## src/hw/rtl/dltq_pkg.sv

```systemverilog
`timescale 1ns / 1ps
// ----------------------------------------------------------------------------
// Delta-list timer queue package
// Shared types and constants for the timer queue core.
// ----------------------------------------------------------------------------
package dltq_pkg;

    localparam int SLOTS_DEF = 16;

    localparam logic [2:0] OP_TICK     = 3'd0;
    localparam logic [2:0] OP_REGISTER = 3'd1;
    localparam logic [2:0] OP_REMOVE   = 3'd2;
    localparam logic [2:0] OP_DISPATCH = 3'd3;
    localparam logic [2:0] OP_CLEAR    = 3'd4;

    localparam logic [1:0] ST_DONE    = 2'd0;
    localparam logic [1:0] ST_FULL    = 2'd1;
    localparam logic [1:0] ST_BAD_ID  = 2'd2;
    localparam logic [1:0] ST_NOT_DUE = 2'd3;

    localparam logic [1:0] MODE_FREE   = 2'd0;
    localparam logic [1:0] MODE_ACTIVE = 2'd1;
    localparam logic [1:0] MODE_DUE    = 2'd2;

    typedef struct packed {
        logic [2:0]  op;
        logic [31:0] start_delay;
        logic [31:0] repeat_period;
        logic [15:0] handler_ref;
        logic [31:0] user_arg;
        logic [4:0]  timer_id;
    } t_in_item;

    typedef struct packed {
        logic [1:0]  status;
        logic [4:0]  assigned_id;
        logic        fired;
        logic [15:0] fired_handler;
        logic [31:0] fired_arg;
    } t_out_item;

endpackage

```

## src/hw/rtl/delta_list_timer_queue_core.sv

```systemverilog
`timescale 1ns / 1ps
// ----------------------------------------------------------------------------
// Delta-list timer queue core
// Timer table held as a delta-sorted linked list, walked one entry a cycle.
// Tick results and the bad-id and not-due errors go straight to the output
//   state; register, remove, dispatch and clear-all first search, walk or
//   clear the table. Throughput: one transfer at a time, input stalled.
// Reset: synchronous active low; a clearing pass over all SLOTS entries follows
//   reset and clear-all, one entry per cycle, with the input stalled.
// ----------------------------------------------------------------------------
module delta_list_timer_queue_core #(
    parameter int SLOTS = dltq_pkg::SLOTS_DEF
) (
    input  logic                i_clk,
    input  logic                i_rst_n,
    input  logic                i_valid,
    output logic                o_stall,
    input  dltq_pkg::t_in_item  i_data,
    output logic                o_valid,
    input  logic                i_stall,
    output dltq_pkg::t_out_item o_data
);
    import dltq_pkg::*;

    localparam int IW = (SLOTS > 1) ? $clog2(SLOTS) : 1;
    localparam int RW = $clog2(SLOTS + 1);

    typedef enum logic [10:0] {
        S_CLR   = 11'b00000000001,
        S_IDLE  = 11'b00000000010,
        S_FIND  = 11'b00000000100,
        S_INS   = 11'b00000001000,
        S_INSL  = 11'b00000010000,
        S_INSF  = 11'b00000100000,
        S_UNL   = 11'b00001000000,
        S_UNLL  = 11'b00010000000,
        S_UNLN  = 11'b00100000000,
        S_UNLF  = 11'b01000000000,
        S_OUT   = 11'b10000000000
    } t_state;

    logic [15:0]   m_handler [SLOTS];
    logic [31:0]   m_delta   [SLOTS];
    logic [31:0]   m_period  [SLOTS];
    logic [31:0]   m_arg     [SLOTS];
    logic [1:0]    r_mode    [SLOTS];
    logic [RW-1:0] r_link    [SLOTS];

    t_state        r_state;
    logic [RW-1:0] r_head;
    logic [IW-1:0] r_idx;      // clear / free-search counter
    logic [IW-1:0] r_slot;     // entry being inserted or removed
    logic [RW-1:0] r_prev;
    logic [RW-1:0] r_cur;
    logic [31:0]   r_d;
    logic [RW:0]   r_n;
    logic          r_free;     // free slot after unlink
    logic          r_clr_rsp;  // clearing pass owes a response
    t_in_item      r_in;
    t_out_item     r_out;
    logic          r_ovalid;

    logic          cur_ok;
    logic [IW-1:0] cur_i;
    logic [31:0]   cur_delta;
    logic [32:0]   sum;

    assign cur_ok    = (r_cur != '0) && (r_cur <= RW'(SLOTS));
    assign cur_i     = IW'(r_cur - RW'(1));
    assign cur_delta = m_delta[cur_i];
    assign sum       = {1'b0, cur_delta} + {1'b0, m_delta[r_slot]};

    assign o_stall = (r_state != S_IDLE) || r_ovalid;
    assign o_valid = r_ovalid;
    assign o_data  = r_out;

    always_ff @(posedge i_clk) begin
        if (r_state == S_CLR) begin
            m_handler[r_idx] <= '0;
            m_delta[r_idx]   <= '0;
            m_period[r_idx]  <= '0;
            m_arg[r_idx]     <= '0;
        end else if (r_state == S_IDLE && i_valid && !o_stall) begin
            if (i_data.op == OP_TICK && r_head != '0) begin
                if (m_delta[IW'(r_head - RW'(1))] == '0) begin
                    if (m_period[IW'(r_head - RW'(1))] != '0) begin
                        m_delta[IW'(r_head - RW'(1))] <= m_period[IW'(r_head - RW'(1))];
                    end
                end else begin
                    m_delta[IW'(r_head - RW'(1))] <= m_delta[IW'(r_head - RW'(1))] - 32'd1;
                end
            end
        end else if (r_state == S_FIND && r_mode[r_idx] == MODE_FREE) begin
            m_handler[r_idx] <= r_in.handler_ref;
            m_period[r_idx]  <= r_in.repeat_period;
            m_arg[r_idx]     <= r_in.user_arg;
        end else if (r_state == S_INSF) begin
            m_delta[r_slot] <= r_d;
            if (cur_ok) begin
                m_delta[cur_i] <= cur_delta - r_d;
            end
        end else if (r_state == S_UNLN) begin
            if (cur_ok) begin
                m_delta[cur_i] <= sum[32] ? 32'hFFFF_FFFF : sum[31:0];
            end
        end else if (r_state == S_UNLF && r_free) begin
            m_handler[r_slot] <= '0;
            m_delta[r_slot]   <= '0;
            m_period[r_slot]  <= '0;
            m_arg[r_slot]     <= '0;
        end
    end

    always_ff @(posedge i_clk) begin
        if (!i_rst_n) begin
            r_state   <= S_CLR;
            r_idx     <= '0;
            r_head    <= '0;
            r_ovalid  <= 1'b0;
            r_clr_rsp <= 1'b0;
            for (int i = 0; i < SLOTS; i++) begin
                r_mode[i] <= MODE_FREE;
                r_link[i] <= '0;
            end
        end else begin
            if (r_ovalid && !i_stall) begin
                r_ovalid <= 1'b0;
            end
            unique case (r_state)
                S_CLR: begin
                    r_mode[r_idx] <= MODE_FREE;
                    r_link[r_idx] <= '0;
                    r_head        <= '0;
                    if (r_idx == IW'(SLOTS - 1)) begin
                        r_idx   <= '0;
                        r_state <= r_clr_rsp ? S_OUT : S_IDLE;
                    end else begin
                        r_idx <= r_idx + IW'(1);
                    end
                end
                S_IDLE: begin
                    if (i_valid && !o_stall) begin
                        r_in          <= i_data;
                        r_out         <= '0;
                        r_free        <= 1'b1;
                        r_idx         <= '0;
                        r_state       <= S_OUT;
                        case (i_data.op)
                            OP_TICK: begin
                                if (r_head != '0 &&
                                    m_delta[IW'(r_head - RW'(1))] == '0) begin
                                    r_mode[IW'(r_head - RW'(1))] <= MODE_DUE;
                                end
                            end
                            OP_REGISTER: r_state <= S_FIND;
                            OP_REMOVE: begin
                                if (i_data.timer_id == '0 ||
                                    32'(i_data.timer_id) > 32'(SLOTS) ||
                                    r_mode[IW'(i_data.timer_id - 5'd1)] == MODE_FREE) begin
                                    r_out.status <= ST_BAD_ID;
                                end else begin
                                    r_slot  <= IW'(i_data.timer_id - 5'd1);
                                    r_state <= S_UNL;
                                end
                            end
                            OP_DISPATCH: begin
                                if (r_head == '0 ||
                                    r_mode[IW'(r_head - RW'(1))] != MODE_DUE) begin
                                    r_out.status <= ST_NOT_DUE;
                                end else begin
                                    r_out.fired         <= 1'b1;
                                    r_out.fired_handler <= m_handler[IW'(r_head - RW'(1))];
                                    r_out.fired_arg     <= m_arg[IW'(r_head - RW'(1))];
                                    r_slot              <= IW'(r_head - RW'(1));
                                    if (m_period[IW'(r_head - RW'(1))] == '0) begin
                                        r_state <= S_UNL;
                                    end else begin
                                        r_free  <= 1'b0;
                                        r_head  <= r_link[IW'(r_head - RW'(1))];
                                        r_link[IW'(r_head - RW'(1))] <= '0;
                                        r_mode[IW'(r_head - RW'(1))] <= MODE_ACTIVE;
                                        r_d     <= m_delta[IW'(r_head - RW'(1))];
                                        r_state <= S_INS;
                                    end
                                end
                            end
                            OP_CLEAR: begin
                                r_clr_rsp <= 1'b1;
                                r_state   <= S_CLR;
                            end
                            default: ;
                        endcase
                    end
                end
                S_FIND: begin
                    if (r_mode[r_idx] == MODE_FREE) begin
                        r_mode[r_idx] <= MODE_ACTIVE;
                        r_link[r_idx] <= '0;
                        r_slot        <= r_idx;
                        r_d           <= r_in.start_delay;
                        r_out.assigned_id <= 5'(r_idx) + 5'd1;
                        r_state       <= S_INS;
                    end else if (r_idx == IW'(SLOTS - 1)) begin
                        r_out.status <= ST_FULL;
                        r_state      <= S_OUT;
                    end else begin
                        r_idx <= r_idx + IW'(1);
                    end
                end
                S_INS: begin
                    r_prev  <= '0;
                    r_cur   <= r_head;
                    r_n     <= '0;
                    r_state <= S_INSL;
                end
                S_INSL: begin
                    if (cur_ok && r_n < (RW+1)'(SLOTS) && r_d >= cur_delta) begin
                        r_d    <= r_d - cur_delta;
                        r_prev <= r_cur;
                        r_cur  <= r_link[cur_i];
                        r_n    <= r_n + (RW+1)'(1);
                    end else begin
                        r_state <= S_INSF;
                    end
                end
                S_INSF: begin
                    r_link[r_slot] <= cur_ok ? r_cur : '0;
                    if (r_prev == '0) begin
                        r_head <= RW'(r_slot) + RW'(1);
                    end else begin
                        r_link[IW'(r_prev - RW'(1))] <= RW'(r_slot) + RW'(1);
                    end
                    r_state <= S_OUT;
                end
                S_UNL: begin
                    r_n <= '0;
                    r_cur <= r_head;
                    if (r_head == RW'(r_slot) + RW'(1)) begin
                        r_head  <= r_link[r_slot];
                        r_cur   <= r_link[r_slot];
                        r_state <= S_UNLN;
                    end else begin
                        r_state <= S_UNLL;
                    end
                end
                S_UNLL: begin
                    if (!cur_ok || r_n >= (RW+1)'(SLOTS)) begin
                        r_cur   <= r_link[r_slot];
                        r_state <= S_UNLN;
                    end else if (r_link[cur_i] == RW'(r_slot) + RW'(1)) begin
                        r_link[cur_i] <= r_link[r_slot];
                        r_cur   <= r_link[r_slot];
                        r_state <= S_UNLN;
                    end else begin
                        r_cur <= r_link[cur_i];
                        r_n   <= r_n + (RW+1)'(1);
                    end
                end
                S_UNLN: begin
                    r_link[r_slot] <= '0;
                    r_state        <= S_UNLF;
                end
                S_UNLF: begin
                    r_mode[r_slot] <= MODE_FREE;
                    r_state        <= S_OUT;
                end
                S_OUT: begin
                    if (!r_ovalid) begin
                        r_ovalid <= 1'b1;
                        r_state  <= S_IDLE;
                    end
                end
                default: r_state <= S_IDLE;
            endcase
        end
    end

endmodule
```

## config.mk

```make
export PLATFORM = sky130hd
export DESIGN_NAME = delta_list_timer_queue_core
export DESIGN_NICKNAME = d
export VERILOG_FILES = /design/src/hw/rtl/dltq_pkg.sv /design/src/hw/rtl/delta_list_timer_queue_core.sv
export SDC_FILE = /design/constraint.sdc
export NUM_CORES = 2
export LEC_CHECK = 0
export BUFFER_PORTS_ARGS = -buffer_cell sky130_fd_sc_hd__clkbuf_2
export CAP_MARGIN = 10
export CORE_MARGIN = 5
export CORE_UTILIZATION = 50
export DETAILED_ROUTE_END_ITERATION = 6
export PLACE_DENSITY = 0.67
export SYNTH_ARGS = -nofsm -noshare
export SYNTH_HDL_FRONTEND = slang
export SYNTH_SLANG_ARGS = --single-unit
```

## constraint.sdc

```tcl
create_clock -name i_clk -period 22.1 [get_ports i_clk]
set_input_delay 4.42 -clock i_clk [delete_from_list [all_inputs] [get_ports i_clk]]
set_output_delay 4.42 -clock i_clk [all_outputs]
set_load 0.005 [all_outputs]
```

==> results.md <==
* Headroom to the max-slew limit at 0.0546
* Maximum fanout along the worst path at 42
* Cell chosen for the clock root: sky130_fd_sc_hd__clkbuf_16
* Num rows at 169
* Largest net degree at the start of global routing at 96
* Area fraction of the dominant cell type after synthesis at 0.600
* Core area at 0.212 sq mm
* Die X-Extent at 471 microns
* Most used flip-flop cell after synthesis: sky130_fd_sc_hd__edfxtp_1
* DIE AREA at 0.222 sq mm
* Accumulated negative setup slack at 0 ns
* Cell repeated most along the worst path: sky130_fd_sc_hd__buf_4
* Nets@finish at 7126
* Tcrit/Tclk final at 0.436
* Fin crit period at 9.65 ns
* Leakage component of the power at 39.1 nW
* Ranking of synthesized cells by area: sky130_fd_sc_hd__edfxtp_1, sky130_fd_sc_hd__mux4_2, sky130_fd_sc_hd__mux2i_1
* Final setup viols at 0
* TritonCTS clock tree: yes
* Drt drc at 0
* Cell type with the highest aggregate area in the netlist: sky130_fd_sc_hd__edfxtp_1
* Setup Fix Bufs, Post-CTS at 0
* Unique cell type count in the Yosys netlist at 93
* Half-perimeter wire length after detailed placement at 201000 microns
* Largest incremental delay on the critical path at 0.82 ns
* Final count of pins violating max slew at 0
* Count of buffer and inverter cells on the critical path at 6
* Number of global-route vias before repair at 66.1k
* Warnings from Yosys at 0
* Register area share after synthesis at 0.606
* Height of the die at 471 microns
* WP data arrival at 10.11 ns
* Achievable Freq at 104 MHz
* Longest Clk Path Bufs at 3
* Wire length reported by the detailed router at 332000 microns
* Areal power density over the cells at 82.2 mW/mm^2
* Number of synthesized register bits at 2155
* Pwr Total at 9.67 mW
* List of cells traversed by the critical path: buf_4 > buf_4 > buf_4 > buf_4 > mux4_2 > mux2i_1 > mux2_2 > nand2_1 > nor4_1 > nand4_2 > o21a_2 > buf_4 > nor2_1 > a211oi_1 > a21oi_1 > nand2_1 > o21ai_4 > buf_4
* Slowest CP cell: sky130_fd_sc_hd__dfxtp_4
* Worst setup path category: flip-flop to flip-flop
* Worst slew pin tran at 1.42 ns
* CTS clk-pin slew, worst paths at 0.06 ns
* Final global-route overflow total at 0
* Wire length of the first global-routing pass at 474000 microns
* Crit path max-delay family: buffers and inverters
* Worst IR drop on VDD at 0.0000950 V
* Final clock skew at 0.0741 ns
* GRT Util Overall at 0.294
* Category of the worst setup path capture point: flip-flop
* Number of antenna violations at the first check in global routing at 19
* Wire length per cell after detailed routing at 33.5 microns
* Outcome: finished clean
* Source-to-sink clock delay at the later pin of the worst-skew pair at 0.89 ns
* Worst Hold Class: flip-flop to flip-flop
* Nets in the synthesized netlist at 7034
* Startpoint Class: flip-flop
* Area added between synthesis and finish at 10.7%
* Number of maximum-capacitance constraint violations at 0
* Synth async-reset ratio at 0
* Number of gates resized after CTS at 0
* Global placer's final weighted congestion at 1.00
* Layout cells sized above 1 at 0.239
* Post-Synthesis Cell Area at 0.106 sq mm
* H-Tree Level Count at 4
* Routed Antenna Nets at 0
* Count of flip-flops with a built-in enable after synthesis at 2125
* Clock sink count at 2155
* Number of clock buffers inserted by TritonCTS at 213
* Unrepaired setup endpoints after global routing: no
* Starting density of the core at 0.502
* Cell with the most instances after synthesis: sky130_fd_sc_hd__edfxtp_1
* Vias per inst at 6.78
* Count of input and output buffers at 181
* Most used standard cells in the synthesized netlist: sky130_fd_sc_hd__edfxtp_1, sky130_fd_sc_hd__mux4_2, sky130_fd_sc_hd__nor2_1
* Number of placed I/O pins at 182
* Count of endpoints failing hold in the final timing report at 0
* Avg Synthesized Cell Area at 15.6 sq um
* Quantity of hold-fixing buffers added after cts at 0
* Iteration-0 DRC count of the detailed router at 9360
* Total iterations of the first detailed-routing run at 7
* Worst path required time at 22.56 ns
* Gate count after technology mapping at 6798
* Via total after detailed routing at 67.1k
## cell families (layout without fill, tap and decap cells)
| logic type | count (synthesis) | in the layout | share of synthesized area |
|---|---|---|---|
| AO/OA/AOI/OAI | 1019 | 1019 | 0.0583 |
| XOR/XNOR | 136 | 136 | 0.0114 |
| adder cells (fa/ha/maj) | 112 | 112 | 0.0134 |
| buffers and inverters | 623 | 894 | 0.0251 |
| flip-flops | 2155 | 2155 | 0.606 |
| multiplexers | 1294 | 1294 | 0.223 |
| other | 0 | 6 | 0 |
| AND/OR/NAND/NOR | 1459 | 1459 | 0.0632 |
## registers in the layout, indices dropped and copies added, names as in the netlist, 6 cells and up, named ones only
register	cells
m_arg	512
m_delta	512
m_handler	256
m_period	512
o_data	56
r_d	32
r_in	112
r_link	80
r_mode	32
r_n	6
r_state	11
## per-layer routing
metal  track usage  vias to the layer above  wire (microns)
met4         0.121                       12           15900
met2         0.455                     4424          153000
met5             0                        -              71
met1         0.404                    34400          124000
li1              -                    27400               -
met3        0.0712                      813           38800
## power breakdown
group | internal [mW] | leakage [nW] | switching [mW]
clock network | 2.03 | 3.36 | 1.61
logic | 0.341 | 16.9 | 0.796
registers | 4.78 | 18.8 | 0.115
total | 7.15 | 39.1 | 2.53
## cell usage in the layout, fill, tap and decap left out, types with 33 or more instances in the layout
master / Yosys / layout
sky130_fd_sc_hd__and2_1: 69 / 68
sky130_fd_sc_hd__xor2_1: 50 / 49
sky130_fd_sc_hd__clkinv_1: 1 / 54
sky130_fd_sc_hd__and3_1: 111 / 110
sky130_fd_sc_hd__nor2_1: 513 / 479
sky130_fd_sc_hd__clkbuf_16: 0 / 214
sky130_fd_sc_hd__a22oi_1: 55 / 54
sky130_fd_sc_hd__nor3_1: 52 / 52
sky130_fd_sc_hd__nand2_1: 432 / 430
sky130_fd_sc_hd__xnor2_1: 83 / 80
sky130_fd_sc_hd__ha_1: 109 / 107
sky130_fd_sc_hd__o31ai_1: 38 / 38
sky130_fd_sc_hd__a21oi_1: 401 / 400
sky130_fd_sc_hd__nand2b_1: 46 / 46
sky130_fd_sc_hd__mux4_2: 856 / 856
sky130_fd_sc_hd__o21ai_0: 177 / 161
sky130_fd_sc_hd__buf_4: 28 / 195
sky130_fd_sc_hd__mux2i_1: 401 / 400
sky130_fd_sc_hd__nand3_1: 93 / 93
sky130_fd_sc_hd__o22ai_1: 73 / 69
sky130_fd_sc_hd__o21a_1: 39 / 38
sky130_fd_sc_hd__inv_1: 115 / 113
sky130_fd_sc_hd__clkbuf_1: 317 / 37
sky130_fd_sc_hd__clkinv_2: 0 / 33
sky130_fd_sc_hd__a21o_1: 51 / 51
sky130_fd_sc_hd__clkbuf_2: 1 / 181
sky130_fd_sc_hd__mux2_2: 36 / 36
sky130_fd_sc_hd__edfxtp_1: 2125 / 2125
## final timing paths
check / from / to / slack, ns / depth (start not counted)
setup / recovery: r_head[0]$_SDFFE_PN0P_ / m_delta[1][28]$_DFFE_PP_ / 12.46 / 18
hold / removal: r_clr_rsp$_SDFFE_PN0P_ / r_clr_rsp$_SDFFE_PN0P_ / 0.52 / 2
setup reg to reg: r_head[0]$_SDFFE_PN0P_ / m_delta[1][28]$_DFFE_PP_ / 12.46 / 18
hold reg to reg: r_clr_rsp$_SDFFE_PN0P_ / r_clr_rsp$_SDFFE_PN0P_ / 0.52 / 2
## tightest hold or removal path: stages (launching register included)
cell	delay, ns
sky130_fd_sc_hd__dfxtp_1	0.35
sky130_fd_sc_hd__a31oi_1	0.05
sky130_fd_sc_hd__nor2_1	0.08
## per-stage QoR
step	cells	utilization	setup slack, ns	instance area (sq um)	hold WS (ns)
2_1_floorplan	6798	-	12.92	106000	0.455
3_3_place_gp	9473	0.521	12.53	110000	0.493
3_5_place_dp	9479	0.522	12.47	111000	0.504
4_1_cts	9873	0.555	12.48	118000	0.515
5_1_grt	9891	0.556	11.98	118000	0.537
6_report	9896	0.556	12.46	118000	0.519
## final cells by class
type	count	area (sq um)
diodes	6	15.0
clock buffers	253	5520
clock inverters	141	1510
fillers	16600	94100
inverters	117	447
multi-input cells	4020	39800
flip-flops and latches	2155	64400
well taps	2821	3530
repair buffers	383	2500
No activity file was read; power rests on OpenSTA's default activity.
